==> src/djsvf_pkg.sv <==
// Shared types and constants of the DJ state-variable filter.
// Used by the configuration port, the multiply-accumulate unit and the top level.
// No dependencies.
package djsvf_pkg;

    // Field and datapath widths.
    localparam int SAMPLE_W  = 12;   // input sample
    localparam int OUT_W     = 22;   // output sample
    localparam int KNOB_W    = 12;   // knob register
    localparam int STATE_W   = 22;   // integrator states
    localparam int WIDE_W    = 24;   // unclamped intermediate values
    localparam int G_W       = 15;   // cutoff coefficient, at most 22000
    localparam int R_W       = 17;   // knob ratio and taper terms
    localparam int DIV_W     = 11;   // knob offset inside one side
    localparam int Q_SHIFT   = 15;   // Q15 fixed point
    localparam int NUM_W     = DIV_W + Q_SHIFT;
    localparam int OP_A_W    = 28;
    localparam int OP_B_W    = 18;
    localparam int ACC_W     = 48;
    localparam int S_TDATA_W = 16;
    localparam int M_TDATA_W = 24;
    localparam int ADDR_W    = 3;
    localparam int DATA_W    = 32;

    // Knob register.
    localparam logic [KNOB_W-1:0] KNOB_RESET = KNOB_W'(2048);
    localparam logic [KNOB_W-1:0] BYPASS_LO  = KNOB_W'(1800);
    localparam logic [KNOB_W-1:0] BYPASS_HI  = KNOB_W'(2300);
    localparam int                KNOB_MAX   = 4095;
    localparam logic              REG_KNOB   = 1'b0;  // register index, from paddr[2]

    // Ratio of the knob inside its side: divisors and reciprocals.
    localparam int DIV_SHIFT  = NUM_W;
    localparam int DIV_LO     = 1800;
    localparam int DIV_HI     = KNOB_MAX - 2300;
    localparam int RECIP_LO   = (1 << DIV_SHIFT) / DIV_LO;
    localparam int RECIP_HI   = (1 << DIV_SHIFT) / DIV_HI;

    // Cubic taper and coefficient limits.
    localparam int TAPER_C1   = 4000;
    localparam int TAPER_C2   = 10000;
    localparam int TAPER_C3   = 18768;
    localparam int G_OFFSET   = 300;
    localparam int G_MIN      = 150;
    localparam int G_MAX      = 22000;

    // Filter constants.
    localparam int RESONANCE   = 12000;
    localparam int STATE_MAX   = 1 << 20;
    localparam int OUT_MAX     = (1 << (OUT_W - 1)) - 1;
    localparam int OUT_MIN     = -(1 << (OUT_W - 1));
    localparam int BLEED_SHIFT = 6;

    // One operation for the shared multiply-accumulate unit.
    typedef struct packed {
        logic                     acc_en;
        logic signed [OP_A_W-1:0] a;
        logic signed [OP_B_W-1:0] b;
    } mac_op_t;

    // Knob value and its write strobe.
    typedef struct packed {
        logic              wr;
        logic [KNOB_W-1:0] knob;
    } cfg_t;

endpackage

==> src/dj_state_variable_filter.sv <==
// Knob-controlled DJ filter: one Chamberlin state-variable step per audio word.
// A word is accepted only while the sequencer is idle, so the next word waits until the
// previous result is in the output register. The shared multiplier is used three times
// per filtered word under the sequencer; bypass words do not use it.
// A knob write starts a coefficient update during which s_axis_tready is low.
// Synchronous active-low reset: knob 2048 (bypass), integrators zero, no word pending.
module dj_state_variable_filter (
    input  logic                               aclk,
    input  logic                               aresetn,
    // Input stream. tdata: [11:0] sample_in, upper bits unused.
    input  logic                               s_axis_tvalid,
    output logic                               s_axis_tready,
    input  logic [djsvf_pkg::S_TDATA_W-1:0]    s_axis_tdata,
    // Output stream. tdata: [21:0] sample_out, upper bits zero.
    output logic                               m_axis_tvalid,
    input  logic                               m_axis_tready,
    output logic [djsvf_pkg::M_TDATA_W-1:0]    m_axis_tdata,
    // Configuration port.
    input  logic                               psel,
    input  logic                               penable,
    input  logic                               pwrite,
    input  logic [djsvf_pkg::ADDR_W-1:0]       paddr,
    input  logic [djsvf_pkg::DATA_W-1:0]       pwdata,
    output logic [djsvf_pkg::DATA_W-1:0]       prdata,
    output logic                               pready
);
    import djsvf_pkg::*;

    // Sequencer states. The G_ states compute the cutoff coefficient after a knob
    // write; the F_ states run one filter step.
    localparam logic [4:0] ST_IDLE    = 5'd0;
    localparam logic [4:0] ST_G_DIV   = 5'd1;
    localparam logic [4:0] ST_G_EST   = 5'd2;
    localparam logic [4:0] ST_G_CORR  = 5'd3;
    localparam logic [4:0] ST_G_SQ    = 5'd4;
    localparam logic [4:0] ST_G_CUBE  = 5'd5;
    localparam logic [4:0] ST_G_MIX1  = 5'd6;
    localparam logic [4:0] ST_G_MIX2  = 5'd7;
    localparam logic [4:0] ST_G_MIX3  = 5'd8;
    localparam logic [4:0] ST_G_TAPER = 5'd9;
    localparam logic [4:0] ST_F_RES   = 5'd10;
    localparam logic [4:0] ST_F_HP    = 5'd11;
    localparam logic [4:0] ST_F_GHP   = 5'd12;
    localparam logic [4:0] ST_F_BNEW  = 5'd13;
    localparam logic [4:0] ST_F_GB    = 5'd14;
    localparam logic [4:0] ST_F_LP    = 5'd15;
    localparam logic [4:0] ST_DONE    = 5'd16;

    localparam logic signed [STATE_W-1:0] S_HI = STATE_W'(STATE_MAX);
    localparam logic signed [STATE_W-1:0] S_LO = STATE_W'(-STATE_MAX);
    localparam logic signed [WIDE_W-1:0]  W_S_HI = WIDE_W'(STATE_MAX);
    localparam logic signed [WIDE_W-1:0]  W_S_LO = WIDE_W'(-STATE_MAX);
    localparam logic signed [WIDE_W-1:0]  W_O_HI = WIDE_W'(OUT_MAX);
    localparam logic signed [WIDE_W-1:0]  W_O_LO = WIDE_W'(OUT_MIN);
    localparam logic signed [ACC_W-1:0]   A_G_HI = ACC_W'(G_MAX);
    localparam logic signed [ACC_W-1:0]   A_G_LO = ACC_W'(G_MIN);

    // Clamp a wide value into the integrator range.
    function automatic logic signed [STATE_W-1:0] clamp_state(
        input logic signed [WIDE_W-1:0] v);
        logic signed [STATE_W-1:0] r;
        if (v > W_S_HI) begin
            r = S_HI;
        end else if (v < W_S_LO) begin
            r = S_LO;
        end else begin
            r = STATE_W'(v);
        end
        return r;
    endfunction

    // Saturate a wide value into the output field.
    function automatic logic signed [OUT_W-1:0] sat_out(
        input logic signed [WIDE_W-1:0] v);
        logic signed [OUT_W-1:0] r;
        if (v > W_O_HI) begin
            r = OUT_W'(OUT_MAX);
        end else if (v < W_O_LO) begin
            r = OUT_W'(OUT_MIN);
        end else begin
            r = OUT_W'(v);
        end
        return r;
    endfunction

    cfg_t                      cfg;
    mac_op_t                   op;
    logic signed [ACC_W-1:0]   acc;

    djsvf_cfg u_cfg (
        .aclk    (aclk),
        .aresetn (aresetn),
        .psel    (psel),
        .penable (penable),
        .pwrite  (pwrite),
        .paddr   (paddr),
        .pwdata  (pwdata),
        .prdata  (prdata),
        .pready  (pready),
        .cfg     (cfg)
    );

    djsvf_mac u_mac (
        .aclk (aclk),
        .op   (op),
        .acc  (acc)
    );

    // Control and state registers.
    logic [4:0]                 state_reg, state_next;
    logic signed [STATE_W-1:0]  b_reg, b_next;
    logic signed [STATE_W-1:0]  l_reg, l_next;
    logic                       m_valid_reg, m_valid_next;

    // Payload registers.
    logic signed [SAMPLE_W-1:0] x_reg, x_next;
    logic                       low_reg, low_next;
    logic signed [WIDE_W-1:0]   hp_reg, hp_next;
    logic signed [WIDE_W-1:0]   bn_reg, bn_next;
    logic [R_W-1:0]             q_reg, q_next;
    logic [R_W-1:0]             r_reg, r_next;
    logic [R_W-1:0]             quad_reg, quad_next;
    logic [G_W-1:0]             g_reg, g_next;
    logic signed [OUT_W-1:0]    res_reg, res_next;
    logic signed [OUT_W-1:0]    m_data_reg, m_data_next;

    // Knob decode. The low side divides the knob by 1800, the high side divides
    // the offset above 2300 by 1795; both use a reciprocal product and one correction.
    logic                        knob_low;
    logic                        knob_high;
    logic [KNOB_W-1:0]           knob_diff;
    logic [NUM_W-1:0]            num_cur;
    logic [DIV_W-1:0]            div_cur;
    logic [OP_B_W-1:0]           recip_cur;
    logic signed [NUM_W+2:0]     rem;
    logic signed [NUM_W+2:0]     div_ext;
    logic [R_W-1:0]              q_est;

    // Datapath views of the accumulator.
    logic signed [ACC_W-1:0]     acc_shr;
    logic signed [WIDE_W-1:0]    acc_w;
    logic signed [ACC_W-1:0]     mix_sum;
    logic signed [WIDE_W-1:0]    lp;
    logic signed [SAMPLE_W-1:0]  sample_in;

    assign knob_low  = (cfg.knob < BYPASS_LO);
    assign knob_high = (cfg.knob > BYPASS_HI);
    assign knob_diff = cfg.knob - BYPASS_HI;
    assign num_cur   = knob_low ? {cfg.knob[DIV_W-1:0], {Q_SHIFT{1'b0}}}
                                : {knob_diff[DIV_W-1:0], {Q_SHIFT{1'b0}}};
    assign div_cur   = knob_low ? DIV_W'(DIV_LO) : DIV_W'(DIV_HI);
    assign recip_cur = knob_low ? OP_B_W'(RECIP_LO) : OP_B_W'(RECIP_HI);
    assign q_est     = acc[DIV_SHIFT+R_W-1:DIV_SHIFT];
    assign div_ext   = (NUM_W+3)'(div_cur);
    assign rem       = (NUM_W+3)'(num_cur) - (NUM_W+3)'(acc[NUM_W:0]);

    assign acc_shr   = acc >>> Q_SHIFT;
    assign acc_w     = acc_shr[WIDE_W-1:0];
    assign mix_sum   = acc_shr + ACC_W'(G_OFFSET);
    assign lp        = WIDE_W'(l_reg) + acc_w;
    assign sample_in = s_axis_tdata[SAMPLE_W-1:0];

    // A knob write takes precedence, so no word is accepted at the same edge.
    assign s_axis_tready = (state_reg == ST_IDLE) && !cfg.wr;

    always_comb begin
        state_next   = state_reg;
        b_next       = b_reg;
        l_next       = l_reg;
        m_valid_next = m_valid_reg;
        x_next       = x_reg;
        low_next     = low_reg;
        hp_next      = hp_reg;
        bn_next      = bn_reg;
        q_next       = q_reg;
        r_next       = r_reg;
        quad_next    = quad_reg;
        g_next       = g_reg;
        res_next     = res_reg;
        m_data_next  = m_data_reg;
        op           = '0;

        // The output word leaves when the consumer takes it.
        if (m_valid_reg && m_axis_tready) begin
            m_valid_next = 1'b0;
        end

        unique case (state_reg)
            ST_IDLE: begin
                if (s_axis_tvalid && s_axis_tready) begin
                    x_next   = sample_in;
                    low_next = knob_low;
                    if (knob_low || knob_high) begin
                        state_next = ST_F_RES;
                    end else begin
                        // Bypass: pass the sample and let both integrators bleed.
                        b_next     = b_reg - (b_reg >>> BLEED_SHIFT);
                        l_next     = l_reg - (l_reg >>> BLEED_SHIFT);
                        res_next   = OUT_W'(sample_in);
                        state_next = ST_DONE;
                    end
                end
            end
            ST_G_DIV: begin
                op.a       = OP_A_W'(num_cur);
                op.b       = recip_cur;
                state_next = ST_G_EST;
            end
            ST_G_EST: begin
                // The estimate is the true quotient or one below it.
                q_next     = q_est;
                op.a       = OP_A_W'(q_est);
                op.b       = OP_B_W'(div_cur);
                state_next = ST_G_CORR;
            end
            ST_G_CORR: begin
                r_next     = (rem >= div_ext) ? R_W'(q_reg + 1'b1) : q_reg;
                state_next = ST_G_SQ;
            end
            ST_G_SQ: begin
                op.a       = OP_A_W'(r_reg);
                op.b       = OP_B_W'(r_reg);
                state_next = ST_G_CUBE;
            end
            ST_G_CUBE: begin
                quad_next  = acc_shr[R_W-1:0];
                op.a       = OP_A_W'(acc_shr[R_W-1:0]);
                op.b       = OP_B_W'(r_reg);
                state_next = ST_G_MIX1;
            end
            ST_G_MIX1: begin
                op.a       = OP_A_W'(acc_shr[R_W-1:0]);
                op.b       = OP_B_W'(TAPER_C3);
                state_next = ST_G_MIX2;
            end
            ST_G_MIX2: begin
                op.acc_en  = 1'b1;
                op.a       = OP_A_W'(quad_reg);
                op.b       = OP_B_W'(TAPER_C2);
                state_next = ST_G_MIX3;
            end
            ST_G_MIX3: begin
                op.acc_en  = 1'b1;
                op.a       = OP_A_W'(r_reg);
                op.b       = OP_B_W'(TAPER_C1);
                state_next = ST_G_TAPER;
            end
            ST_G_TAPER: begin
                if (mix_sum > A_G_HI) begin
                    g_next = G_W'(G_MAX);
                end else if (mix_sum < A_G_LO) begin
                    g_next = G_W'(G_MIN);
                end else begin
                    g_next = mix_sum[G_W-1:0];
                end
                state_next = ST_IDLE;
            end
            ST_F_RES: begin
                op.a       = OP_A_W'(b_reg);
                op.b       = OP_B_W'(RESONANCE);
                state_next = ST_F_HP;
            end
            ST_F_HP: begin
                hp_next    = WIDE_W'(x_reg) - acc_w - WIDE_W'(l_reg);
                state_next = ST_F_GHP;
            end
            ST_F_GHP: begin
                op.a       = OP_A_W'(hp_reg);
                op.b       = OP_B_W'(g_reg);
                state_next = ST_F_BNEW;
            end
            ST_F_BNEW: begin
                bn_next    = WIDE_W'(b_reg) + acc_w;
                state_next = ST_F_GB;
            end
            ST_F_GB: begin
                // The low-pass update uses the band value before clamping.
                op.a       = OP_A_W'(bn_reg);
                op.b       = OP_B_W'(g_reg);
                state_next = ST_F_LP;
            end
            ST_F_LP: begin
                b_next     = clamp_state(bn_reg);
                l_next     = clamp_state(lp);
                res_next   = sat_out(low_reg ? lp : hp_reg);
                state_next = ST_DONE;
            end
            ST_DONE: begin
                // Hand the result to the output register once it is free.
                if (!m_valid_reg || m_axis_tready) begin
                    m_valid_next = 1'b1;
                    m_data_next  = res_reg;
                    state_next   = ST_IDLE;
                end
            end
            default: begin
                state_next = ST_IDLE;
            end
        endcase

        if (cfg.wr) begin
            state_next = ST_G_DIV;
        end
    end

    always_ff @(posedge aclk) begin
        if (!aresetn) begin
            state_reg   <= ST_IDLE;
            b_reg       <= '0;
            l_reg       <= '0;
            m_valid_reg <= 1'b0;
        end else begin
            state_reg   <= state_next;
            b_reg       <= b_next;
            l_reg       <= l_next;
            m_valid_reg <= m_valid_next;
        end
    end

    always_ff @(posedge aclk) begin
        x_reg      <= x_next;
        low_reg    <= low_next;
        hp_reg     <= hp_next;
        bn_reg     <= bn_next;
        q_reg      <= q_next;
        r_reg      <= r_next;
        quad_reg   <= quad_next;
        g_reg      <= g_next;
        res_reg    <= res_next;
        m_data_reg <= m_data_next;
    end

    assign m_axis_tvalid = m_valid_reg;
    assign m_axis_tdata  = {{(M_TDATA_W-OUT_W){1'b0}}, m_data_reg};

    // Both integrators always stay inside their clamp range.
    assert property (@(posedge aclk) disable iff (!aresetn)
        (b_reg <= S_HI) && (b_reg >= S_LO) && (l_reg <= S_HI) && (l_reg >= S_LO))
        else $error("integrator state out of range");

    // The reciprocal estimate never misses the quotient by more than one.
    assert property (@(posedge aclk) disable iff (!aresetn)
        (state_reg == ST_G_CORR) |-> (rem >= 0) && (rem < (div_ext <<< 1)))
        else $error("knob ratio estimate off by more than one");

    // A finished coefficient update leaves the cutoff inside its limits.
    assert property (@(posedge aclk) disable iff (!aresetn)
        (state_reg == ST_G_TAPER) |=> (g_reg >= G_W'(G_MIN)) && (g_reg <= G_W'(G_MAX)))
        else $error("cutoff coefficient out of range");

    // An accepted word takes the sequencer out of idle in the next cycle.
    assert property (@(posedge aclk) disable iff (!aresetn)
        (s_axis_tvalid && s_axis_tready) |=> (state_reg != ST_IDLE))
        else $error("accepted word did not start work");

    // A result waiting with a free output register is presented next cycle.
    assert property (@(posedge aclk) disable iff (!aresetn)
        (state_reg == ST_DONE) && !m_valid_reg && !cfg.wr |=> m_valid_reg)
        else $error("result not loaded into output register");

endmodule

==> src/djsvf_mac.sv <==
// Shared multiply-accumulate unit of the DJ state-variable filter.
// Depends on djsvf_pkg.
module djsvf_mac (
    input  logic                                  aclk,
    input  djsvf_pkg::mac_op_t                    op,
    output logic signed [djsvf_pkg::ACC_W-1:0]    acc
);
    import djsvf_pkg::*;

    logic signed [OP_A_W+OP_B_W-1:0] prod;
    logic signed [ACC_W-1:0]         acc_reg;
    logic signed [ACC_W-1:0]         acc_next;

    // One signed product per cycle, optionally added to the previous sum.
    assign prod     = op.a * op.b;
    assign acc_next = (op.acc_en ? acc_reg : '0) + ACC_W'(prod);

    always_ff @(posedge aclk) begin
        acc_reg <= acc_next;
    end

    assign acc = acc_reg;

endmodule

==> src/djsvf_cfg.sv <==
// APB-style configuration port holding the knob register.
// Depends on djsvf_pkg.
module djsvf_cfg (
    input  logic                           aclk,
    input  logic                           aresetn,
    input  logic                           psel,
    input  logic                           penable,
    input  logic                           pwrite,
    input  logic [djsvf_pkg::ADDR_W-1:0]   paddr,
    input  logic [djsvf_pkg::DATA_W-1:0]   pwdata,
    output logic [djsvf_pkg::DATA_W-1:0]   prdata,
    output logic                           pready,
    output djsvf_pkg::cfg_t                cfg
);
    import djsvf_pkg::*;

    logic [KNOB_W-1:0] knob_reg;
    logic [KNOB_W-1:0] knob_next;
    logic              hit;
    logic              wr;

    assign pready = 1'b1;
    assign hit    = (paddr[ADDR_W-1] == REG_KNOB);
    assign wr     = psel && penable && pwrite && hit;

    assign knob_next = wr ? pwdata[KNOB_W-1:0] : knob_reg;

    always_ff @(posedge aclk) begin
        if (!aresetn) begin
            knob_reg <= KNOB_RESET;
        end else begin
            knob_reg <= knob_next;
        end
    end

    assign prdata = hit ? DATA_W'(knob_reg) : '0;
    assign cfg    = '{wr: wr, knob: knob_reg};

endmodule

==> config.mk <==
export PLATFORM = sky130hd
export DESIGN_NAME = dj_state_variable_filter
export DESIGN_NICKNAME = d
export VERILOG_FILES = /design/src/djsvf_pkg.sv /design/src/dj_state_variable_filter.sv /design/src/djsvf_mac.sv /design/src/djsvf_cfg.sv
export SDC_FILE = /design/constraint.sdc
export NUM_CORES = 2
export LEC_CHECK = 0
export BUFFER_PORTS_ARGS = -buffer_cell sky130_fd_sc_hd__buf_2
export CAP_MARGIN = 20
export CELL_PAD_IN_SITES_DETAIL_PLACEMENT = 2
export CELL_PAD_IN_SITES_GLOBAL_PLACEMENT = 2
export CORE_ASPECT_RATIO = 0.9
export CORE_MARGIN = 2
export CORE_UTILIZATION = 44
export DETAILED_ROUTE_END_ITERATION = 7
export GPL_ROUTABILITY_DRIVEN = 0
export HOLD_SLACK_MARGIN = 0.05
export PLACE_DENSITY_LB_ADDON = 0.3
export SLEW_MARGIN = 20
export SYNTH_ARGS = -nofsm -noshare
export SYNTH_HDL_FRONTEND = slang
export SYNTH_SLANG_ARGS = --single-unit
==> constraint.sdc <==
create_clock -name aclk -period 19.5 [get_ports aclk]
set_input_delay 2.925 -clock aclk [delete_from_list [all_inputs] [get_ports aclk]]
set_output_delay 2.925 -clock aclk [all_outputs]
set_load 0.02 [all_outputs]
==> flow_summary_export.csv <==
group,metric,value,unit
critical_path,critical-path-max-stage-delay,0.96,ns
layout,multi_input_area,27510,um^2
sta,setup_viol,0,
routing,dr.pass1.iters,5,
critical_path,endpoint,"u_mac.acc[47]$_DFF_P_",
sta,min_period,13.17,ns
floorplan,rows,102,
synthesis,ys_async_sr_fraction,0,%
critical_path,arrival,13.63,ns
synthesis,syn_area,37960,um^2
global_route,grt_pass1_vias,38056,
floorplan,die_h,282.7,um
layout,nNetsFinal,5228,
cts,htreeDepth,1,
global_route,grt_pass1_wl,238700,um
power_and_ir_drop,pwr-share-clk,19.7,%
sta,rsz0062_at_grt,"no",
critical_path,setup.worst_path.start_class,"register",
floorplan,start_util,44.27,%
routing,routed_via_density,6.058,
job,max-cap-violations,0,
sta,period_share,67.55,%
synthesis,synth.top_cell.area_share,25.21,%
layout,seqCellArea,7337,um^2
sta,timing.hold.ws,0.4183,ns
synthesis,postSynthCellCount,4339,
synthesis,synth-seq-cells,281,
routing,drt_first_iter_violations,2565,
cts,clk_pin_slew,0.06,ns
critical_path,cp.required,19.96,ns
power_and_ir_drop,p_per_area,80.15,nW/um^2
power_and_ir_drop,ir_worst_vdd,0.07977,mV
critical_path,worstSetupPathType,"reg -> reg",
critical_path,reg2reg_to,"u_mac.acc[47]$_DFF_P_",
power_and_ir_drop,seqPwrFrac,25.2,%
cts,clock_latency,0.62,ns
synthesis,yosys_warnings,0,
cts,cts.repair.resized,0,
synthesis,yosysSeqAreaShare,19.33,%
layout,most-common-layout-cells,"inv_1 (705), nand2_1 (493), fa_1 (478)",
synthesis,postSynthAreaPerCell,8.749,um^2
hold_path,holdCritPathClass,"reg -> reg",
routing,antenna_left,0,
critical_path,path_common_cell,"fa_1",
sta,max_slew_margin,17.60,%
layout,layout-drive-gt1-share,5.818,%
cts,clock_path_buffers,3,
power_and_ir_drop,switching_share,46.54,%
power_and_ir_drop,pwr-share-comb,55.1,%
global_route,grt_start_max_net_pins,49,
critical_path,slowest_stage,"a211oi_2",
routing,wl_per_cell,28.37,um
placement,post-place-ws,6.951,ns
layout,layout_commonest_cell,"inv_1",
cts,cts_hold_buf,0,
synthesis,synth_area_leader_cell,"fa_1",
synthesis,synthTopCellsByArea,"fa_1 (25%), edfxtp_1 (14%), ha_1 (10%), inv_1 (7.0%), dfxtp_1 (5.8%)",
sta,clock-skew-final,0.02752,ns
synthesis,synthDistinctLibCells,86,
critical_path,rrSetupSlack,6.33,ns
sta,fmax,75.92,MHz
layout,fill_cells,9424,
cts,clock_sinks,281,
synthesis,synth_edf_count,171,
critical_path,rr_worst_depth,35,
synthesis,synthFlopType,"edfxtp_1",
cts,post-cts-setup-buffer-count,0,
global_route,overflow,0,
layout,stdcell_count,5545,
floorplan,die_w,313.6,um
critical_path,timing.rr.start,"state_reg[1]$_SDFFE_PP0P_",
cts,cts_root_buffer,"clkbuf_16",
routing,via_count,33594,
power_and_ir_drop,p_int,0.001751,W
critical_path,cp_max_fo,18,
placement,io_buffers,67,
sta,tns,0,ns
sta,hold_viol,0,
sta,slew_violations,0,
critical_path,critPathCaptureType,"register",
critical_path,critPathLaunch,"state_reg[1]$_SDFFE_PP0P_",
floorplan,core,85760,um^2
power_and_ir_drop,leakagePower,18.78,nW
cts,cts_tree,"yes",
sta,worstMarginPinSlew,1.234,ns
layout,largest_reg_flops,48,
placement,placedCellCount,5486,
placement,place_hpwl,122600,um
routing,drc,0,
global_route,antenna_found_initial,5,
run_status,run_status,"finished, final reports clean",
routing,wl,157300,um
power_and_ir_drop,switchingPower,0.001524,W
layout,areaGrowthSynthToFinish,7.653,%
sta,layout_setup_ws,6.328,ns
floorplan,ioPinCount,117,
floorplan,die_area,88650,um^2
cts,cts_buffers,31,
global_route,grt_use_total,35.51,%
## cell families (layout without fill, tap and decap cells)
family | count (synthesis) | after routing | synth area share (%)
buffers and inverters | 876 | 902 | 8.922
XOR/XNOR | 221 | 221 | 5.099
AO/OA/AOI/OAI | 834 | 834 | 14.69
adder cells (fa/ha/maj) | 793 | 793 | 35.59
flip-flops | 281 | 281 | 19.33
multiplexers | 25 | 25 | 0.7251
AND/OR/NAND/NOR | 1307 | 1307 | 15.64
other | 2 | 38 | 0.01978
## final cells by class
class / instances / share of cell area, %
diodes: 1 / 0.006123
clock buffers: 40 / 2.057
clock inverters: 16 / 0.4715
inverters: 706 / 6.484
multi-input cells: 3217 / 67.31
flip-flops and latches: 281 / 17.95
well taps: 1144 / 3.502
repair buffers: 140 / 2.220
## stage by stage
step           util [%]  total power, W  cell area [um^2]
6_report          47.65        0.003276             40870
5_1_grt           47.65        0.003451             40870
3_5_place_dp      46.38        0.002541             39770
2_1_floorplan         -        0.002010             38100
4_1_cts           47.58        0.003225             40810
3_3_place_gp      46.38        0.002411             39770
## worst max-delay path, delay by kind of cell, from the launching register on
| family | cells | cell delay, ns |
|---|---|---|
| AOI/OAI and AO/OA | 12 | 5.54 |
| buffers and inverters | 5 | 0.60 |
| adders and majority gates | 8 | 3.84 |
| and+or+nand+nor | 7 | 1.64 |
| xor gates and xnor gates | 3 | 0.53 |
| DFF | 1 | 0.84 |
## power groups by stage
stage,Clock (W),Sequential (W),Combinational [W]
floorplan,0,0.000795,0.00122
global placement,0,0.000829,0.00158
detailed placement,0,0.000834,0.00171
CTS,0.000645,0.000822,0.00176
global route,0.000666,0.000829,0.00196
finish,0.000645,0.000827,0.00180
## cells in the mapped netlist (21+ instances only)
cell type  count
a31oi_1       21
a22oi_1       31
nor2_1       385
fa_1         478
o211ai_1      21
a21o_1        75
nand3_1       56
nor2b_1       45
clkbuf_1     138
a211oi_1      55
nand4_1       33
xor2_1        65
o21bai_1      23
a22o_1        35
a21oi_1      231
nand2_1      493
edfxtp_1     171
o21ai_0      122
inv_1        705
nand2b_1      40
buf_4         23
o21a_1        40
dfxtp_1      110
ha_1         315
a221oi_1      26
and2_1        69
xnor2_1      156
and3_1        33
nor3_1        64
## worst min path at each step
stage / startpoint / end / slack, ns / cells after the start
finish: res_reg[10]$_DFFE_PP_ / m_data_reg[10]$_DFFE_PP_ / 0.42 / 0
global route: res_reg[10]$_DFFE_PP_ / m_data_reg[10]$_DFFE_PP_ / 0.43 / 0
CTS: res_reg[1]$_DFFE_PP_ / m_data_reg[1]$_DFFE_PP_ / 0.42 / 0
detailed placement: res_reg[1]$_DFFE_PP_ / m_data_reg[1]$_DFFE_PP_ / 0.41 / 0
global placement: res_reg[10]$_DFFE_PP_ / m_data_reg[10]$_DFFE_PP_ / 0.40 / 0
floorplan: res_reg[0]$_DFFE_PP_ / m_data_reg[0]$_DFFE_PP_ / 0.40 / 0
## metal layers
metal	GRT usage (%)	vias up	routed length, um
met5	0	-	54
met4	13.77	8	6930
met3	6.503	372	10490
met2	60.83	1223	75950
met1	44.49	17632	63860
li1	-	14359	-
No activity file was read; power rests on OpenSTA's default activity.
